### src/rtl/lagr_ram.sv
// ----------------------------------------------------------------------------
// lagr_ram : generic single-write, single-read RAM
// One write port and one read port with registered read data.
// ----------------------------------------------------------------------------
`timescale 1ns / 1ps
`default_nettype none

module lagr_ram #(
  parameter int unsigned Width = 32,
  parameter int unsigned Depth = 16
) (
  input  wire logic                     clk_i,
  input  wire logic                     we_i,
  input  wire logic [$clog2(Depth)-1:0] waddr_i,
  input  wire logic [Width-1:0]         wdata_i,
  input  wire logic [$clog2(Depth)-1:0] raddr_i,
  output logic      [Width-1:0]         rdata_o
);

  logic [Width-1:0] mem_q [Depth];

  always_ff @(posedge clk_i) begin
    if (we_i) begin
      mem_q[waddr_i] <= wdata_i;
    end
    rdata_o <= mem_q[raddr_i];
  end

endmodule

`default_nettype wire

### config.mk
export PLATFORM = sky130hd
export DESIGN_NAME = lagr_ram
export DESIGN_NICKNAME = d
export VERILOG_FILES = /design/src/rtl/lagr_ram.sv
export SDC_FILE = /design/constraint.sdc
export NUM_CORES = 1
export LEC_CHECK = 0
export BUFFER_PORTS_ARGS = -buffer_cell sky130_fd_sc_hd__buf_2
export CORE_MARGIN = 1
export CORE_UTILIZATION = 48
export DETAILED_ROUTE_END_ITERATION = 16
export HOLD_SLACK_MARGIN = 0.15
export PLACE_DENSITY = 0.73
export RECOVER_POWER = 100
export SLEW_MARGIN = 5
export SYNTH_ARGS = -nofsm -noshare
export SYNTH_HDL_FRONTEND = slang
export SYNTH_SLANG_ARGS = --single-unit
### constraint.sdc
create_clock -name clk_i -period 7.8 [get_ports clk_i]
set_clock_uncertainty 0.1 [all_clocks]
set_input_delay 0 -clock clk_i [delete_from_list [all_inputs] [get_ports clk_i]]
set_output_delay 0 -clock clk_i [all_outputs]
set_load 0.02 [all_outputs]
==> flow_summary.json <==
{
  "outcome": "complete, but fails checks",
  "violated_checks": "max-capacitance violations, max-slew violations",
  "crit_path_kind": "in2reg",
  "grt_start_max_net_pins": 82,
  "mostFrequentLayoutCells": "sky130_fd_sc_hd__edfxtp_1, sky130_fd_sc_hd__mux4_2, sky130_fd_sc_hd__clkbuf_1, sky130_fd_sc_hd__a22oi_1, sky130_fd_sc_hd__clkbuf_16",
  "gp_routability_congestion": 0.7340,
  "layout.core_utilization_pct": 55.92,
  "area_growth_pct": 15.00,
  "initialDrtViolationCount": 931,
  "tns_ps": 0,
  "io_pins": 74,
  "critical-path-slowest-cell": "sky130_fd_sc_hd__clkbuf_1",
  "total_power_mw": 6.051,
  "cp_slowest_stage_delay_ps": 3100,
  "dp_hpwl_microns": 18700,
  "rsz0062_at_grt": "no",
  "postCtsSetupBuffers": 0,
  "max_cap_violations": 21,
  "layout_setup_ws_ps": 3319,
  "nFillCells": 2949,
  "detailroute.via_count": 8992,
  "grt_pass1_vias": 9359,
  "worst_ep_arrival_time_ps": 4870,
  "inserted_clock_buffers": 53,
  "worstPathMaxFanout": 70,
  "design.die.area_sq_um": 42180,
  "drive_gt1_share_pct": 22.66,
  "antenna_violations_before_repair": 1,
  "pre_cts_slack_ps": 4890,
  "cts_max_path_buffers": 3,
  "floorplan.rows": 74,
  "synth_area_per_cell_sq_um": 23.69,
  "htree_num_levels": 2,
  "report.final.setup_viol": 0,
  "critPathLaunchType": "input port",
  "route.antenna.remaining_nets": 0,
  "yosysWarningCount": 0,
  "grt_pass1_wl_microns": 59010,
  "grt_remaining_overflow": 0,
  "placed_cells": 1421,
  "timing.hold.worst.class": "in2reg",
  "die_w_microns": 205.4,
  "wirelength_microns": 40080,
  "layout_min_cycle_time_ps": 4481,
  "drt_drc_violations_left": 0,
  "fin_crit_sh_pct": 57.45,
  "layout.cells.most_common": "sky130_fd_sc_hd__edfxtp_1",
  "post_synth_inst_count": 838,
  "grt_util_all_layers_pct": 19.68,
  "detailedRoute.firstPassIterationCount": 7,
  "initial_core_util_pct": 48.62,
  "netlist_area_sq_um": 19850,
  "fmax_ghz": 0.2232,
  "tritoncts_num_sinks": 544,
  "cts_tree": "built",
  "crit_family": "buffers and inverters",
  "synth-seq-area-share_pct": 80.67,
  "vias_per_cell": 5.779,
  "total_leakage_power_nw": 7.147,
  "nets": 1021,
  "synth-seq-cells": 544,
  "die_y_microns": 205.4,
  "crit_buf_inv": 2,
  "cp-end-kind": "flip-flop",
  "cts_resized": 0,
  "worstPathCellList": "buf_4 -> clkbuf_1 -> mux4_2 -> a22oi_1 -> nand2_1",
  "relSlewSlack_pct": -188.9,
  "insertedDiodeCount": 0,
  "wire_per_inst_microns": 25.76,
  "insertion_delay_ps": 570,
  "tightest_slew_ps": 4334,
  "ctsRootBufferMaster": "sky130_fd_sc_hd__clkbuf_16",
  "place.port_buffers": 73,
  "fin_cells": 1556,
  "finalHoldViolCount": 0,
  "design.core.area_sq_um": 40830,
  "power.ir.vdd_worst_uv": 158.5,
  "data_required_time_of_the_critical_path_ps": 8190,
  "mappedNetlistNets": 880,
  "synthDistinctLibCells": 18,
  "cts.reportedPaths.clkPinSlew_ps": 60,
  "drv_slew": 654,
  "power_per_standard_cell_area_nw_per_um2": 265.0
}
layer usage:
metal | track usage (%) | part of all wire [%] | vias to the layer above
met3 | 3.421 | 5.7 | 66
li1 | - | - | 3855
met1 | 24.62 | 39 | 4769
met2 | 34.85 | 54 | 300
met4 | 6.376 | 2.1 | 2
met5 | 0 | 0.025 | -
tightest hold or removal path, stage by stage:
cell and delay (ps):
sky130_fd_sc_hd__buf_2 160, sky130_fd_sc_hd__nor2b_4 50, sky130_fd_sc_hd__buf_4 300, sky130_fd_sc_hd__a22oi_1 230, sky130_fd_sc_hd__nand2_1 60
logic make-up (layout without fill, tap and decap cells):
family                 Yosys count  in the layout  synth area share [%]
flip-flops                     544            544                 80.67
multiplexers                   128            128                 14.52
AO/OA/AOI/OAI                   64             64                 2.420
AND/OR/NAND/NOR                 59             59                 1.273
buffers and inverters           43            229                 1.122
cell usage after synthesis:
cell type | n | share of area (%)
sky130_fd_sc_hd__a22oi_1 | 64 | 2.4
sky130_fd_sc_hd__and2_1 | 1 | 0.032
sky130_fd_sc_hd__buf_1 | 9 | 0.17
sky130_fd_sc_hd__buf_2 | 4 | 0.10
sky130_fd_sc_hd__buf_4 | 11 | 0.42
sky130_fd_sc_hd__buf_6 | 2 | 0.11
sky130_fd_sc_hd__clkbuf_1 | 17 | 0.32
sky130_fd_sc_hd__dfxtp_1 | 32 | 3.2
sky130_fd_sc_hd__edfxtp_1 | 512 | 77
sky130_fd_sc_hd__mux4_2 | 128 | 15
sky130_fd_sc_hd__nand2_1 | 33 | 0.62
sky130_fd_sc_hd__nand2b_1 | 2 | 0.063
sky130_fd_sc_hd__nand3_1 | 1 | 0.025
sky130_fd_sc_hd__nand3b_1 | 2 | 0.076
sky130_fd_sc_hd__nor2_1 | 13 | 0.25
sky130_fd_sc_hd__nor2b_1 | 2 | 0.063
sky130_fd_sc_hd__nor3_1 | 4 | 0.10
sky130_fd_sc_hd__or3b_2 | 1 | 0.044
through the flow:
step                      hold slack [ps]  cell area, sq um
after floorplan                    -1.131             19850
after global placement              267.5             20970
after detailed placement            284.7             20970
after CTS                           158.6             23010
after global routing                176.1             22830
final                               175.1             22830
registers in the layout, indices dropped and copies added, names as in the netlist:
name / flops
rdata_o: 32
mem_q: 512
area by class of cell:
| class | instances | area (sq um) | area share (%) |
|---|---|---|---|
| repair buffers | 129 | 735.7 | 3.222 |
| flip-flops and latches | 544 | 16020 | 70.14 |
| well taps | 532 | 665.6 | 2.915 |
| clock buffers | 73 | 1484 | 6.499 |
| clock inverters | 27 | 214.0 | 0.9371 |
| multi-input cells | 251 | 3717 | 16.28 |
repair_timing:
item,in CTS,in global routing
hold buffers,35,0
endpoints found under the hold margin,640,0
setup endpoints to repair,0,0
worst paths after layout:
path | from | slack, ps | end | cells after the start
min | raddr_i[2] | 180 | rdata_o[31] | 5
min reg2reg | mem_q[6][17] | 560 | rdata_o[17] | 3
max reg2reg | mem_q[8][20] | 6310 | rdata_o[20] | 3
max | raddr_i[1] | 3320 | rdata_o[20] | 5
where the power goes:
| group | leakage [nW] | switching (mW) | internal (mW) |
|---|---|---|---|
| registers | 4.89 | 0.0211 | 3.27 |
| clock network | 0.828 | 1.02 | 1.43 |
| logic | 1.42 | 0.182 | 0.125 |
Power figures use the tool's default switching activity.
